`src/rtl/euv_pkg.sv`:
```
// ---------------------------------------------------------------------------
// euv_pkg: shared types and constants for the encoder unwrap block
// Field widths, speed and angle scale factors, controller states and the
// command and status bundles between controller and datapath.
// ---------------------------------------------------------------------------
`default_nettype none

package euv_pkg;

   // sensor and speed format
   localparam int COUNTS_PER_REV  = 4096;
   localparam int SPEED_FRAC_BITS = 8;

   // field widths
   localparam int ANGLE_W = $clog2(COUNTS_PER_REV);
   localparam int DELTA_W = ANGLE_W + 1;
   localparam int TOTAL_W = 32;
   localparam int RPM_W   = 28;
   localparam int RAD_W   = 25;
   localparam int ANG_W   = 40;
   localparam int DT_W    = 20;

   // configuration port
   localparam int CSR_IDX_W  = 2;
   localparam int CSR_DATA_W = DT_W;
   localparam logic [CSR_IDX_W-1:0] CSR_INVERT       = CSR_IDX_W'(0);
   localparam logic [CSR_IDX_W-1:0] CSR_MIN_INTERVAL = CSR_IDX_W'(1);
   localparam logic [DT_W-1:0]      MIN_INTERVAL_RST = DT_W'(100);

   // unwrap arithmetic
   localparam int DIFF_W    = ANGLE_W + 2;
   localparam int HALF_TURN = COUNTS_PER_REV / 2;

   // rpm per count-per-microsecond, in speed fraction bits
   localparam longint unsigned SPEED_SCALE =
      (64'd60000000 << SPEED_FRAC_BITS) / COUNTS_PER_REV;
   localparam int SCALE_W = $clog2(SPEED_SCALE + 1);
   localparam int MAG_W   = DELTA_W - 1;
   localparam int NUM_W   = MAG_W + SCALE_W;
   localparam int CNT_W   = $clog2(NUM_W);

   // speed smoothing weights over 256
   localparam int EMA_SHIFT = 8;
   localparam int SUM_W     = RPM_W + 10;
   localparam logic signed [9:0] W_NEW = 10'sd77;
   localparam logic signed [9:0] W_OLD = 10'sd179;

   // 2*pi in Q32 and derived output scale factors
   localparam longint unsigned TWO_PI_Q32 = 64'd26986075409;
   localparam longint unsigned KRAD       = TWO_PI_Q32 / 60;
   localparam longint unsigned KANG       = TWO_PI_Q32 / COUNTS_PER_REV;
   localparam int KRAD_W    = $clog2(KRAD + 1);
   localparam int KANG_W    = $clog2(KANG + 1);
   localparam int RAD_P_W   = RPM_W + KRAD_W + 1;
   localparam int ANG_P_W   = TOTAL_W + KANG_W + 1;
   localparam int RAD_SHIFT = 32;
   localparam int ANG_SHIFT = 16;

   // controller states
   typedef enum logic [2:0] {
      ST_IDLE,
      ST_UPDATE,
      ST_LOAD,
      ST_DIVIDE,
      ST_SATURATE,
      ST_SMOOTH,
      ST_SCALE,
      ST_DONE
   } state_type;

   // controller to datapath
   typedef struct packed {
      logic capture;
      logic update;
      logic div_load;
      logic div_step;
      logic saturate;
      logic smooth;
      logic scale;
      logic out_load;
   } cmd_type;

   // datapath to controller
   typedef struct packed {
      logic speed_go;
   } status_type;

endpackage

`default_nettype wire

```
`src/rtl/euv_ifs.sv`:
```
// ---------------------------------------------------------------------------
// euv channel interfaces
// Valid/ready channels for samples, results and register writes.
// ---------------------------------------------------------------------------
`default_nettype none

interface euv_req_if;
   logic                         valid;
   logic                         ready;
   logic                         func;
   logic [euv_pkg::ANGLE_W-1:0]  raw_angle;
   logic [euv_pkg::DT_W-1:0]     interval_us;

   modport source (output valid, func, raw_angle, interval_us, input ready);
   modport sink   (input valid, func, raw_angle, interval_us, output ready);
endinterface

interface euv_rsp_if;
   logic                                valid;
   logic                                ready;
   logic [euv_pkg::ANGLE_W-1:0]         angle_now;
   logic signed [euv_pkg::DELTA_W-1:0]  delta_steps;
   logic signed [euv_pkg::TOTAL_W-1:0]  total_steps;
   logic signed [euv_pkg::RPM_W-1:0]    speed_rpm_q8;
   logic signed [euv_pkg::RAD_W-1:0]    speed_rad_q8;
   logic signed [euv_pkg::ANG_W-1:0]    angle_rad_q16;
   logic                                primed;

   modport source (output valid, angle_now, delta_steps, total_steps, speed_rpm_q8,
                   speed_rad_q8, angle_rad_q16, primed, input ready);
   modport sink   (input valid, angle_now, delta_steps, total_steps, speed_rpm_q8,
                   speed_rad_q8, angle_rad_q16, primed, output ready);
endinterface

interface euv_csr_if;
   logic                             valid;
   logic                             ready;
   logic [euv_pkg::CSR_IDX_W-1:0]    index;
   logic [euv_pkg::CSR_DATA_W-1:0]   data;

   modport source (output valid, index, data, input ready);
   modport sink   (input valid, index, data, output ready);
endinterface

`default_nettype wire

```
`src/rtl/encoder_unwrap_velocity.sv`:
```
// A sample transaction is captured and unwrapped; when speed is refreshed it then
// passes the restoring divider (one quotient bit per cycle), saturation and smoothing
// before scaling, otherwise it goes straight to scaling. A new sample is taken only
// once the previous one is in the output register. A result waiting in the output
// register does not block the next sample. Reset is synchronous: state zero,
// not primed, invert 0, minimum interval 100 us.
// ---------------------------------------------------------------------------
// encoder_unwrap_velocity: absolute angle unwrap with smoothed speed
// Unwraps 12-bit angle samples into a wrapping step total and derives a
// smoothed speed in rpm and rad/s plus the total angle in radians.
// ---------------------------------------------------------------------------
`default_nettype none

module encoder_unwrap_velocity (
   input  wire logic  clock,
   input  wire logic  reset,
   euv_req_if.sink    req_ch,
   euv_rsp_if.source  rsp_ch,
   euv_csr_if.sink    csr_ch
);
   import euv_pkg::*;

   cmd_type    cmd;
   status_type status;
   logic       req_ready;
   logic       rsp_valid;

   // register writes always taken
   assign csr_ch.ready = 1'b1;
   assign req_ch.ready = req_ready;
   assign rsp_ch.valid = rsp_valid;

   // sequencer
   euv_ctrl u_ctrl (
      .clock     (clock),
      .reset     (reset),
      .req_valid (req_ch.valid),
      .req_ready (req_ready),
      .rsp_valid (rsp_valid),
      .rsp_ready (rsp_ch.ready),
      .cmd       (cmd),
      .status    (status)
   );

   // arithmetic and state
   euv_dpath u_dpath (
      .clock             (clock),
      .reset             (reset),
      .cmd               (cmd),
      .status            (status),
      .req_func          (req_ch.func),
      .req_raw_angle     (req_ch.raw_angle),
      .req_interval_us   (req_ch.interval_us),
      .csr_write         (csr_ch.valid),
      .csr_index         (csr_ch.index),
      .csr_data          (csr_ch.data),
      .rsp_angle_now     (rsp_ch.angle_now),
      .rsp_delta_steps   (rsp_ch.delta_steps),
      .rsp_total_steps   (rsp_ch.total_steps),
      .rsp_speed_rpm_q8  (rsp_ch.speed_rpm_q8),
      .rsp_speed_rad_q8  (rsp_ch.speed_rad_q8),
      .rsp_angle_rad_q16 (rsp_ch.angle_rad_q16),
      .rsp_primed        (rsp_ch.primed)
   );

endmodule

`default_nettype wire

```
`src/rtl/euv_ctrl.sv`:
```
// ---------------------------------------------------------------------------
// euv_ctrl: sequencer for the encoder unwrap block
// Walks each sample through update and scaling, with divide, saturation and
// smoothing when speed is refreshed, and owns the result valid flag.
// ---------------------------------------------------------------------------
`default_nettype none

module euv_ctrl (
   input  wire logic                clock,
   input  wire logic                reset,
   input  wire logic                req_valid,
   output logic                     req_ready,
   output logic                     rsp_valid,
   input  wire logic                rsp_ready,
   output euv_pkg::cmd_type         cmd,
   input  wire euv_pkg::status_type status
);
   import euv_pkg::*;

   state_type        state_ff, state_in;
   logic [CNT_W-1:0] cnt_ff, cnt_in;
   logic             rsp_valid_ff, rsp_valid_in;
   logic             out_free;

   // output register may be refilled when empty or being drained
   assign out_free = !rsp_valid_ff || rsp_ready;

   // state, divide counter and result flag
   always_ff @(posedge clock) begin
      if (reset) begin
         state_ff     <= ST_IDLE;
         cnt_ff       <= '0;
         rsp_valid_ff <= 1'b0;
      end else begin
         state_ff     <= state_in;
         cnt_ff       <= cnt_in;
         rsp_valid_ff <= rsp_valid_in;
      end
   end

   // next state and commands
   always_comb begin
      state_in  = state_ff;
      cnt_in    = cnt_ff;
      cmd       = '0;
      req_ready = 1'b0;
      case (state_ff)
         ST_IDLE: begin
            req_ready = 1'b1;
            if (req_valid) begin
               cmd.capture = 1'b1;
               state_in    = ST_UPDATE;
            end
         end
         ST_UPDATE: begin
            cmd.update = 1'b1;
            state_in   = status.speed_go ? ST_LOAD : ST_SCALE;
         end
         ST_LOAD: begin
            cmd.div_load = 1'b1;
            cnt_in       = '0;
            state_in     = ST_DIVIDE;
         end
         ST_DIVIDE: begin
            cmd.div_step = 1'b1;
            if (cnt_ff == CNT_W'(NUM_W - 1)) begin
               state_in = ST_SATURATE;
            end else begin
               cnt_in = cnt_ff + CNT_W'(1);
            end
         end
         ST_SATURATE: begin
            cmd.saturate = 1'b1;
            state_in     = ST_SMOOTH;
         end
         ST_SMOOTH: begin
            cmd.smooth = 1'b1;
            state_in   = ST_SCALE;
         end
         ST_SCALE: begin
            cmd.scale = 1'b1;
            state_in  = ST_DONE;
         end
         ST_DONE: begin
            if (out_free) begin
               cmd.out_load = 1'b1;
               state_in     = ST_IDLE;
            end
         end
         default: begin
            state_in = ST_IDLE;
         end
      endcase
   end

   // result flag: set on load, cleared when taken
   always_comb begin
      if (cmd.out_load) begin
         rsp_valid_in = 1'b1;
      end else if (rsp_ready) begin
         rsp_valid_in = 1'b0;
      end else begin
         rsp_valid_in = rsp_valid_ff;
      end
   end

   assign rsp_valid = rsp_valid_ff;

endmodule

`default_nettype wire

```
`src/rtl/euv_dpath.sv`:
```
// ---------------------------------------------------------------------------
// euv_dpath: datapath for the encoder unwrap block
// Angle unwrap, step total, restoring divider for instantaneous speed,
// smoothing filter, output scaling and the result register.
// ---------------------------------------------------------------------------
`default_nettype none

module euv_dpath (
   input  wire logic                                clock,
   input  wire logic                                reset,
   input  wire euv_pkg::cmd_type                    cmd,
   output euv_pkg::status_type                      status,
   input  wire logic                                req_func,
   input  wire logic [euv_pkg::ANGLE_W-1:0]         req_raw_angle,
   input  wire logic [euv_pkg::DT_W-1:0]            req_interval_us,
   input  wire logic                                csr_write,
   input  wire logic [euv_pkg::CSR_IDX_W-1:0]       csr_index,
   input  wire logic [euv_pkg::CSR_DATA_W-1:0]      csr_data,
   output logic [euv_pkg::ANGLE_W-1:0]              rsp_angle_now,
   output logic signed [euv_pkg::DELTA_W-1:0]       rsp_delta_steps,
   output logic signed [euv_pkg::TOTAL_W-1:0]       rsp_total_steps,
   output logic signed [euv_pkg::RPM_W-1:0]         rsp_speed_rpm_q8,
   output logic signed [euv_pkg::RAD_W-1:0]         rsp_speed_rad_q8,
   output logic signed [euv_pkg::ANG_W-1:0]         rsp_angle_rad_q16,
   output logic                                     rsp_primed
);
   import euv_pkg::*;

   localparam logic signed [DIFF_W-1:0]  HALF_S   = DIFF_W'(HALF_TURN);
   localparam logic signed [DIFF_W-1:0]  REV_S    = DIFF_W'(COUNTS_PER_REV);
   localparam logic [NUM_W-1:0]          SCALE_C  = NUM_W'(SPEED_SCALE);
   localparam logic [NUM_W-1:0]          RPM_MAX_U = NUM_W'((64'd1 << (RPM_W - 1)) - 1);
   localparam logic signed [RPM_W-1:0]   RPM_MAX_S = RPM_W'((64'd1 << (RPM_W - 1)) - 1);
   localparam logic signed [RPM_W-1:0]   RPM_MIN_S = RPM_W'(64'd1 << (RPM_W - 1));
   localparam logic signed [KRAD_W:0]    KRAD_S   = (KRAD_W + 1)'(KRAD);
   localparam logic signed [KANG_W:0]    KANG_S   = (KANG_W + 1)'(KANG);
   localparam logic signed [SUM_W-1:0]   EMA_BIAS = SUM_W'((64'd1 << EMA_SHIFT) - 1);
   localparam logic signed [RAD_P_W-1:0] RAD_BIAS = RAD_P_W'((64'd1 << RAD_SHIFT) - 1);
   localparam logic signed [ANG_P_W-1:0] ANG_BIAS = ANG_P_W'((64'd1 << ANG_SHIFT) - 1);

   // configuration registers
   logic                        invert_ff;
   logic [DT_W-1:0]             min_int_ff;

   // captured transaction
   logic                        func_ff;
   logic [ANGLE_W-1:0]          raw_ff;
   logic [DT_W-1:0]             dt_ff;

   // tracking state
   logic [ANGLE_W-1:0]          last_angle_ff, last_angle_in;
   logic [ANGLE_W-1:0]          cur_angle_ff, cur_angle_in;
   logic                        have_ref_ff, have_ref_in;
   logic signed [DELTA_W-1:0]   delta_ff, delta_in;
   logic signed [TOTAL_W-1:0]   total_ff, total_in;
   logic signed [RPM_W-1:0]     sm_ff, sm_in;

   // divider and arithmetic working registers
   logic [NUM_W-1:0]            num_ff;
   logic [DT_W-1:0]             rem_ff;
   logic                        neg_ff;
   logic signed [RPM_W-1:0]     inst_ff, inst_in;
   logic signed [RAD_P_W-1:0]   rad_prod_ff;
   logic signed [ANG_P_W-1:0]   ang_prod_ff;

   // result register
   logic [ANGLE_W-1:0]          o_angle_ff;
   logic signed [DELTA_W-1:0]   o_delta_ff;
   logic signed [TOTAL_W-1:0]   o_total_ff;
   logic signed [RPM_W-1:0]     o_rpm_ff;
   logic signed [RAD_W-1:0]     o_rad_ff;
   logic signed [ANG_W-1:0]     o_ang_ff;
   logic                        o_primed_ff;

   // combinational helpers
   logic signed [DIFF_W-1:0]    diff, wrapped, stepped;
   logic [MAG_W-1:0]            mag;
   logic [DT_W:0]               rem_sh;
   logic                        qbit;
   logic [DT_W-1:0]             rem_next;
   logic signed [SUM_W-1:0]     ema_sum, ema_adj;
   logic signed [RAD_P_W-1:0]   rad_adj;
   logic signed [ANG_P_W-1:0]   ang_adj;
   logic signed [RAD_P_W-1:0]   rad_q;
   logic signed [ANG_P_W-1:0]   ang_q;

   // register writes, unknown indices dropped
   always_ff @(posedge clock) begin
      if (reset) begin
         invert_ff  <= 1'b0;
         min_int_ff <= MIN_INTERVAL_RST;
      end else if (csr_write) begin
         case (csr_index)
            CSR_INVERT:       invert_ff  <= csr_data[0];
            CSR_MIN_INTERVAL: min_int_ff <= csr_data[DT_W-1:0];
            default: begin
            end
         endcase
      end
   end

   // capture the accepted sample
   always_ff @(posedge clock) begin
      if (cmd.capture) begin
         func_ff <= req_func;
         raw_ff  <= req_raw_angle;
         dt_ff   <= req_interval_us;
      end
   end

   // speed is only refreshed for a tracked sample with a long enough interval
   assign status.speed_go = !func_ff && have_ref_ff && (dt_ff > min_int_ff);

   // unwrap against the previous sample
   always_comb begin
      diff = $signed({2'b00, raw_ff}) - $signed({2'b00, last_angle_ff});
      if (diff > HALF_S) begin
         wrapped = diff - REV_S;
      end else if (diff < -HALF_S) begin
         wrapped = diff + REV_S;
      end else begin
         wrapped = diff;
      end
      stepped = invert_ff ? -wrapped : wrapped;
   end

   // tracking state update
   always_comb begin
      last_angle_in = last_angle_ff;
      cur_angle_in  = cur_angle_ff;
      have_ref_in   = have_ref_ff;
      delta_in      = delta_ff;
      total_in      = total_ff;
      if (cmd.update) begin
         if (func_ff) begin
            have_ref_in = 1'b0;
            delta_in    = '0;
            total_in    = '0;
         end else if (!have_ref_ff) begin
            last_angle_in = raw_ff;
            cur_angle_in  = raw_ff;
            have_ref_in   = 1'b1;
            delta_in      = '0;
         end else begin
            last_angle_in = raw_ff;
            cur_angle_in  = raw_ff;
            delta_in      = stepped[DELTA_W-1:0];
            total_in      = total_ff + TOTAL_W'(stepped);
         end
      end
   end

   // smoothing: weighted sum, divided by 256 rounding toward zero
   always_comb begin
      ema_sum = inst_ff * W_NEW + sm_ff * W_OLD;
      ema_adj = ema_sum + (ema_sum < 0 ? EMA_BIAS : '0);
      sm_in   = sm_ff;
      if (cmd.update && func_ff) begin
         sm_in = '0;
      end else if (cmd.smooth) begin
         sm_in = RPM_W'(ema_adj >>> EMA_SHIFT);
      end
   end

   always_ff @(posedge clock) begin
      if (reset) begin
         last_angle_ff <= '0;
         cur_angle_ff  <= '0;
         have_ref_ff   <= 1'b0;
         delta_ff      <= '0;
         total_ff      <= '0;
         sm_ff         <= '0;
      end else begin
         last_angle_ff <= last_angle_in;
         cur_angle_ff  <= cur_angle_in;
         have_ref_ff   <= have_ref_in;
         delta_ff      <= delta_in;
         total_ff      <= total_in;
         sm_ff         <= sm_in;
      end
   end

   // restoring divider, one quotient bit per cycle
   assign mag      = delta_ff[DELTA_W-1] ? MAG_W'(-delta_ff) : MAG_W'(delta_ff);
   assign rem_sh   = {rem_ff, num_ff[NUM_W-1]};
   assign qbit     = rem_sh >= {1'b0, dt_ff};
   assign rem_next = qbit ? DT_W'(rem_sh - {1'b0, dt_ff}) : rem_sh[DT_W-1:0];

   always_ff @(posedge clock) begin
      if (cmd.div_load) begin
         num_ff <= NUM_W'(mag) * SCALE_C;
         rem_ff <= '0;
         neg_ff <= delta_ff[DELTA_W-1];
      end else if (cmd.div_step) begin
         num_ff <= {num_ff[NUM_W-2:0], qbit};
         rem_ff <= rem_next;
      end
   end

   // signed and saturated instantaneous speed
   always_comb begin
      if (!neg_ff) begin
         inst_in = (num_ff > RPM_MAX_U) ? RPM_MAX_S : $signed(num_ff[RPM_W-1:0]);
      end else begin
         inst_in = (num_ff > RPM_MAX_U + NUM_W'(1)) ? RPM_MIN_S
                                                    : -$signed(num_ff[RPM_W-1:0]);
      end
   end

   always_ff @(posedge clock) begin
      if (cmd.saturate) begin
         inst_ff <= inst_in;
      end
   end

   // output scaling products
   always_ff @(posedge clock) begin
      if (cmd.scale) begin
         rad_prod_ff <= sm_ff * KRAD_S;
         ang_prod_ff <= total_ff * KANG_S;
      end
   end

   // shifts rounding toward zero
   assign rad_adj = rad_prod_ff + (rad_prod_ff < 0 ? RAD_BIAS : '0);
   assign ang_adj = ang_prod_ff + (ang_prod_ff < 0 ? ANG_BIAS : '0);
   assign rad_q   = rad_adj >>> RAD_SHIFT;
   assign ang_q   = ang_adj >>> ANG_SHIFT;

   // result register
   always_ff @(posedge clock) begin
      if (cmd.out_load) begin
         o_angle_ff  <= cur_angle_ff;
         o_delta_ff  <= delta_ff;
         o_total_ff  <= total_ff;
         o_rpm_ff    <= sm_ff;
         o_rad_ff    <= rad_q[RAD_W-1:0];
         o_ang_ff    <= ang_q[ANG_W-1:0];
         o_primed_ff <= have_ref_ff;
      end
   end

   assign rsp_angle_now     = o_angle_ff;
   assign rsp_delta_steps   = o_delta_ff;
   assign rsp_total_steps   = o_total_ff;
   assign rsp_speed_rpm_q8  = o_rpm_ff;
   assign rsp_speed_rad_q8  = o_rad_ff;
   assign rsp_angle_rad_q16 = o_ang_ff;
   assign rsp_primed        = o_primed_ff;

endmodule

`default_nettype wire

```
`src/flat_wrapper.sv`:
```
// flat-port wrapper written by rule: the top's interface ports become plain ports
module encoder_unwrap_velocity_flat import euv_pkg::*;
  (clock, reset, req_ch_valid, req_ch_func, req_ch_raw_angle, req_ch_interval_us, req_ch_ready, rsp_ch_valid, rsp_ch_angle_now, rsp_ch_delta_steps, rsp_ch_total_steps, rsp_ch_speed_rpm_q8, rsp_ch_speed_rad_q8, rsp_ch_angle_rad_q16, rsp_ch_primed, rsp_ch_ready, csr_ch_valid, csr_ch_index, csr_ch_data, csr_ch_ready);
  euv_req_if req_ch_i ();
  euv_rsp_if rsp_ch_i ();
  euv_csr_if csr_ch_i ();
  input  wire logic clock;
  input  wire logic reset;
  input wire logic [$bits(req_ch_i.valid)-1:0] req_ch_valid;
  input wire logic [$bits(req_ch_i.func)-1:0] req_ch_func;
  input wire logic [$bits(req_ch_i.raw_angle)-1:0] req_ch_raw_angle;
  input wire logic [$bits(req_ch_i.interval_us)-1:0] req_ch_interval_us;
  output wire logic [$bits(req_ch_i.ready)-1:0] req_ch_ready;
  output wire logic [$bits(rsp_ch_i.valid)-1:0] rsp_ch_valid;
  output wire logic [$bits(rsp_ch_i.angle_now)-1:0] rsp_ch_angle_now;
  output wire logic [$bits(rsp_ch_i.delta_steps)-1:0] rsp_ch_delta_steps;
  output wire logic [$bits(rsp_ch_i.total_steps)-1:0] rsp_ch_total_steps;
  output wire logic [$bits(rsp_ch_i.speed_rpm_q8)-1:0] rsp_ch_speed_rpm_q8;
  output wire logic [$bits(rsp_ch_i.speed_rad_q8)-1:0] rsp_ch_speed_rad_q8;
  output wire logic [$bits(rsp_ch_i.angle_rad_q16)-1:0] rsp_ch_angle_rad_q16;
  output wire logic [$bits(rsp_ch_i.primed)-1:0] rsp_ch_primed;
  input wire logic [$bits(rsp_ch_i.ready)-1:0] rsp_ch_ready;
  input wire logic [$bits(csr_ch_i.valid)-1:0] csr_ch_valid;
  input wire logic [$bits(csr_ch_i.index)-1:0] csr_ch_index;
  input wire logic [$bits(csr_ch_i.data)-1:0] csr_ch_data;
  output wire logic [$bits(csr_ch_i.ready)-1:0] csr_ch_ready;
  assign req_ch_i.valid = req_ch_valid;
  assign req_ch_i.func = req_ch_func;
  assign req_ch_i.raw_angle = req_ch_raw_angle;
  assign req_ch_i.interval_us = req_ch_interval_us;
  assign req_ch_ready = req_ch_i.ready;
  assign rsp_ch_valid = rsp_ch_i.valid;
  assign rsp_ch_angle_now = rsp_ch_i.angle_now;
  assign rsp_ch_delta_steps = rsp_ch_i.delta_steps;
  assign rsp_ch_total_steps = rsp_ch_i.total_steps;
  assign rsp_ch_speed_rpm_q8 = rsp_ch_i.speed_rpm_q8;
  assign rsp_ch_speed_rad_q8 = rsp_ch_i.speed_rad_q8;
  assign rsp_ch_angle_rad_q16 = rsp_ch_i.angle_rad_q16;
  assign rsp_ch_primed = rsp_ch_i.primed;
  assign rsp_ch_i.ready = rsp_ch_ready;
  assign csr_ch_i.valid = csr_ch_valid;
  assign csr_ch_i.index = csr_ch_index;
  assign csr_ch_i.data = csr_ch_data;
  assign csr_ch_ready = csr_ch_i.ready;
  encoder_unwrap_velocity u_core (.clock(clock), .reset(reset), .req_ch(req_ch_i), .rsp_ch(rsp_ch_i), .csr_ch(csr_ch_i));
endmodule
```
`config.mk`:
```
export PLATFORM = sky130hd
export DESIGN_NAME = encoder_unwrap_velocity_flat
export DESIGN_NICKNAME = d
export VERILOG_FILES = /design/src/rtl/euv_pkg.sv /design/src/rtl/euv_ifs.sv /design/src/rtl/encoder_unwrap_velocity.sv /design/src/rtl/euv_ctrl.sv /design/src/rtl/euv_dpath.sv /design/src/flat_wrapper.sv
export SDC_FILE = /design/constraint.sdc
export NUM_CORES = 2
export LEC_CHECK = 0
export BUFFER_PORTS_ARGS = -buffer_cell sky130_fd_sc_hd__buf_2
export CAP_MARGIN = 20
export CORE_ASPECT_RATIO = 2
export CORE_MARGIN = 4
export CORE_UTILIZATION = 55
export CTS_CLUSTER_DIAMETER = 40
export DETAILED_ROUTE_END_ITERATION = 10
export PLACE_DENSITY = 0.82
export SETUP_SLACK_MARGIN = 0.1
export SLEW_MARGIN = 5
export SYNTH_ARGS = -nofsm -noshare
export SYNTH_HDL_FRONTEND = slang
export SYNTH_HIERARCHICAL = 1
export SYNTH_SLANG_ARGS = --single-unit
```
`constraint.sdc`:
```
create_clock -name clock -period 8.9 [get_ports clock]
set_input_delay 0.89 -clock clock [delete_from_list [all_inputs] [get_ports clock]]
set_output_delay 0.89 -clock clock [all_outputs]
set_load 0.02 [all_outputs]
```
==> impl_metrics.tcl <==
set metrics [dict create \
    status "completed" \
    drive_gt1_frac 0.0780 \
    drt_wl_total_um 200000 \
    n_fill_cell 10100 \
    firstDrtPassIters 7 \
    skew_ns 0.0449 \
    globalRouteOverflowTotal 0 \
    clkLatencyLatePin_ns 0.69 \
    grt_usage 0.318 \
    hp-class "primary input to flop" \
    cp_slowest_cell "fa_1" \
    fmax_mhz 118 \
    worstMarginPinSlew_ns 1.10 \
    fp.dieH_um 499 \
    routabilityCongestion 1.06 \
    p_leak_nw 37.5 \
    yosysSeqAreaShare 0.204 \
    layout.nets 8850 \
    yosys_register_bits 498 \
    cts_buffers 67 \
    clk_path_buf_depth 3 \
    antenna_found_initial 10 \
    rsz0062_at_grt "no" \
    whs_ns 0.384 \
    regArea_mm2 0.0136 \
    area_delta_synth_final_pct 9.24 \
    critical_path_class "flop to flop" \
    cts_tree "yes" \
    syn_area_mm2 0.0663 \
    synth_area_leaders "fa_1 28%, ha_1 19%, edfxtp_1 16%" \
    pin_count 214 \
    top_usage_layer "met2" \
    cts_hold_buf 0 \
    htreeDepth 3 \
    timing.slew.headroom 0.266 \
    cpMostUsedCell "fa_1" \
    core_mm2 0.120 \
    use_met1 0.273 \
    path_buf_inv 2 \
    post_drt_wl_per_cell_um 23.7 \
    cp-startpoint "u_core/u_dpath/sm_ff[23]" \
    multiInputGateArea_mm2 0.0466 \
    ys_warn_count 6 \
    die_w_um 254 \
    cpLargestDelayFamily "adder cells" \
    finalSetupTns_ns 0 \
    worstPathArrival_ns 9.03 \
    synthArstFlopShare 0 \
    worstHoldStart "req_ch_interval_us[1]" \
    core.rowCount 180 \
    synth_area_per_cell_um2 10.1 \
    synth_ff_type "edfxtp_1" \
    synth.top_cell.area_share 0.285 \
    final_antenna_net_count 0 \
    cts_num_sinks 498 \
    synth.distinct_cells 99 \
    period_share 0.953 \
    cts.clk_slew.worst_paths_ns 0.06 \
    grt_max_degree 114 \
    power_density_mw_per_mm2 248 \
    period_minus_slack_ns 8.48 \
    r2r-start "u_core/u_dpath/sm_ff[23]" \
    io_buffers 212 \
    viasPerCell 5.72 \
    startpoint_type "flop" \
    via_count 48300 \
    peakVddDrop_uv 282 \
    cap_violations 0 \
    hold_violations 0 \
    reg2reg_slack_ns 0.42 \
    synth-edff-count 357 \
    path_max_fanout 7 \
    yosysTopAreaCell "fa_1" \
    synth_nets 8555 \
    critPathCaptureType "flop" \
    required_ns 9.45 \
    grtUsageMet3 0.0478 \
    grt_pass1_vias 52900 \
    setup_viol 0 \
    slew_viol_final 0 \
    dp_hpwl_um 170000 \
    drc 0 \
    grt_first_pass_wirelength_um 301000 \
    cts_root_buf "clkbuf_16" \
    syn-instance-count 6548 \
    start_util 0.553 \
    grt_use_met2 0.606 \
    first_iter_violations 2444 \
    worst_path_largest_cell_delay_ns 0.60 \
    dieArea_mm2 0.127 \
]
[worst paths after layout]
check	to	depth (start not counted)
worst max-delay path	u_core/u_dpath/sm_ff[12]	26
worst min-delay path	u_core/u_dpath/dt_ff[1]	1
worst max register to register	u_core/u_dpath/sm_ff[12]	26
worst min register to register	u_core/u_dpath/min_int_ff[8]	2
[synthesized netlist by cell type, types with 18 or more instances]
cell,count
nor2b_1,49
dfxtp_1,141
nor3_1,66
nand2_1,296
or2_2,26
fa_1,944
and3_1,45
xor2_1,109
o211ai_1,24
and2_1,24
inv_1,1578
a22oi_1,32
nor4_1,19
nand2b_1,54
or3_1,43
nor2_1,252
o31ai_1,18
edfxtp_1,357
clkbuf_1,84
ha_1,1003
a31oi_1,29
a211oi_1,32
o21bai_1,28
xnor2_1,206
o311ai_0,23
a21o_1,115
o21ai_0,197
nand4_1,50
nand3_1,92
o21a_1,42
a21oi_1,259
[repair_timing]
item / 4_1_cts / 5_1_grt
setup buffers: 0 / 1
endpoints found under the setup margin: 0 / 13
gates resized for setup: 0 / 29
[layout by cell type (no fill, tap or decap), types with 13 or more instances in the layout]
cell       synthesis  final
inv_1           1578   1577
ha_1            1003    996
fa_1             944    944
edfxtp_1         357    357
nand2_1          296    296
a21oi_1          259    257
nor2_1           252    248
buf_2              5    211
xnor2_1          206    205
o21ai_0          197    196
dfxtp_1          141    132
a21o_1           115    115
buf_4              2    113
xor2_1           109    109
nand3_1           92     91
clkbuf_16          0     68
nor3_1            66     64
nand2b_1          54     54
nand4_1           50     50
nor2b_1           49     49
and3_1            45     45
or3_1             43     43
o21a_1            42     42
a211oi_1          32     32
a22oi_1           32     32
a31oi_1           29     28
o21bai_1          28     28
or2_2             26     26
and2_1            24     24
o211ai_1          24     24
o311ai_0          23     23
nor4_1            19     19
o31ai_1           18     17
or4_1             14     14
a211o_1           14     14
nand3b_1          13     13
a21boi_0          13     13
[metal layers]
layer / share of wire / vias to the layer above
met2: 0.55 / 1544
met4: 0.12 / 4
met5: 0.00012 / -
met3: 0.039 / 837
li1: - / 22100
met1: 0.29 / 23900
[logic make-up (layout without fill, tap and decap cells)]
family,after synthesis,in the layout,share of synthesized area
flops,498,498,0.204
xor+xnor,315,315,0.0416
buf+inv,1681,2030,0.0956
mux,18,18,0.00281
compound gates,986,986,0.0985
simple gates,1102,1102,0.0833
fa+ha+maj,1947,1947,0.474
other cells,1,6,0.0000565
[power by group]
| group | internal (mW) | switching, mW | leakage [nW] |
|---|---|---|---|
| clock | 1.72 | 1.25 | 1.17 |
| sequential | 2.74 | 0.146 | 4.46 |
| combinational | 4.52 | 7.56 | 31.9 |
[layout make-up]
cell class                 instances  area share
clock inverter                    46     0.00946
inverter                        1580      0.0819
tap                             1547      0.0267
multi-input combinational       4369       0.643
antenna                            5    0.000173
timing repair buffer             327      0.0273
sequential                       498       0.187
clock buffer                      77      0.0242
[flip-flops by register name (all words and copies together), names as in the netlist, 20 cells and up]
| name | cells |
|---|---|
| u_core/u_dpath/sm_ff | 28 |
| u_core/u_dpath/rsp_angle_rad_q16 | 40 |
| u_core/u_dpath/rsp_speed_rpm_q8 | 28 |
| u_core/u_dpath/min_int_ff | 20 |
| u_core/u_dpath/rem_ff | 20 |
| u_core/u_dpath/ang_prod_ff | 56 |
| u_core/u_dpath/total_ff | 32 |
| u_core/u_dpath/dt_ff | 20 |
| u_core/u_dpath/rsp_speed_rad_q8 | 25 |
| u_core/u_dpath/inst_ff | 28 |
| u_core/u_dpath/rsp_total_steps | 32 |
| u_core/u_dpath/rad_prod_ff | 58 |
| u_core/u_dpath/num_ff | 34 |
[stage by stage]
stage | worst slack, ns | total power [mW] | cells | utilization | cell area, µm²
2_1_floorplan | 0.444 | 11.2 | 6548 | - | 66300
3_3_place_gp | 0.391 | 14.4 | 8317 | 0.582 | 69800
3_5_place_dp | 0.172 | 14.7 | 8318 | 0.582 | 69800
4_1_cts | 0.134 | 17.8 | 8441 | 0.602 | 72300
5_1_grt | 0.0755 | 19.3 | 8445 | 0.604 | 72500
6_report | 0.419 | 17.9 | 8449 | 0.604 | 72500
(Power assumes the default switching activity.)
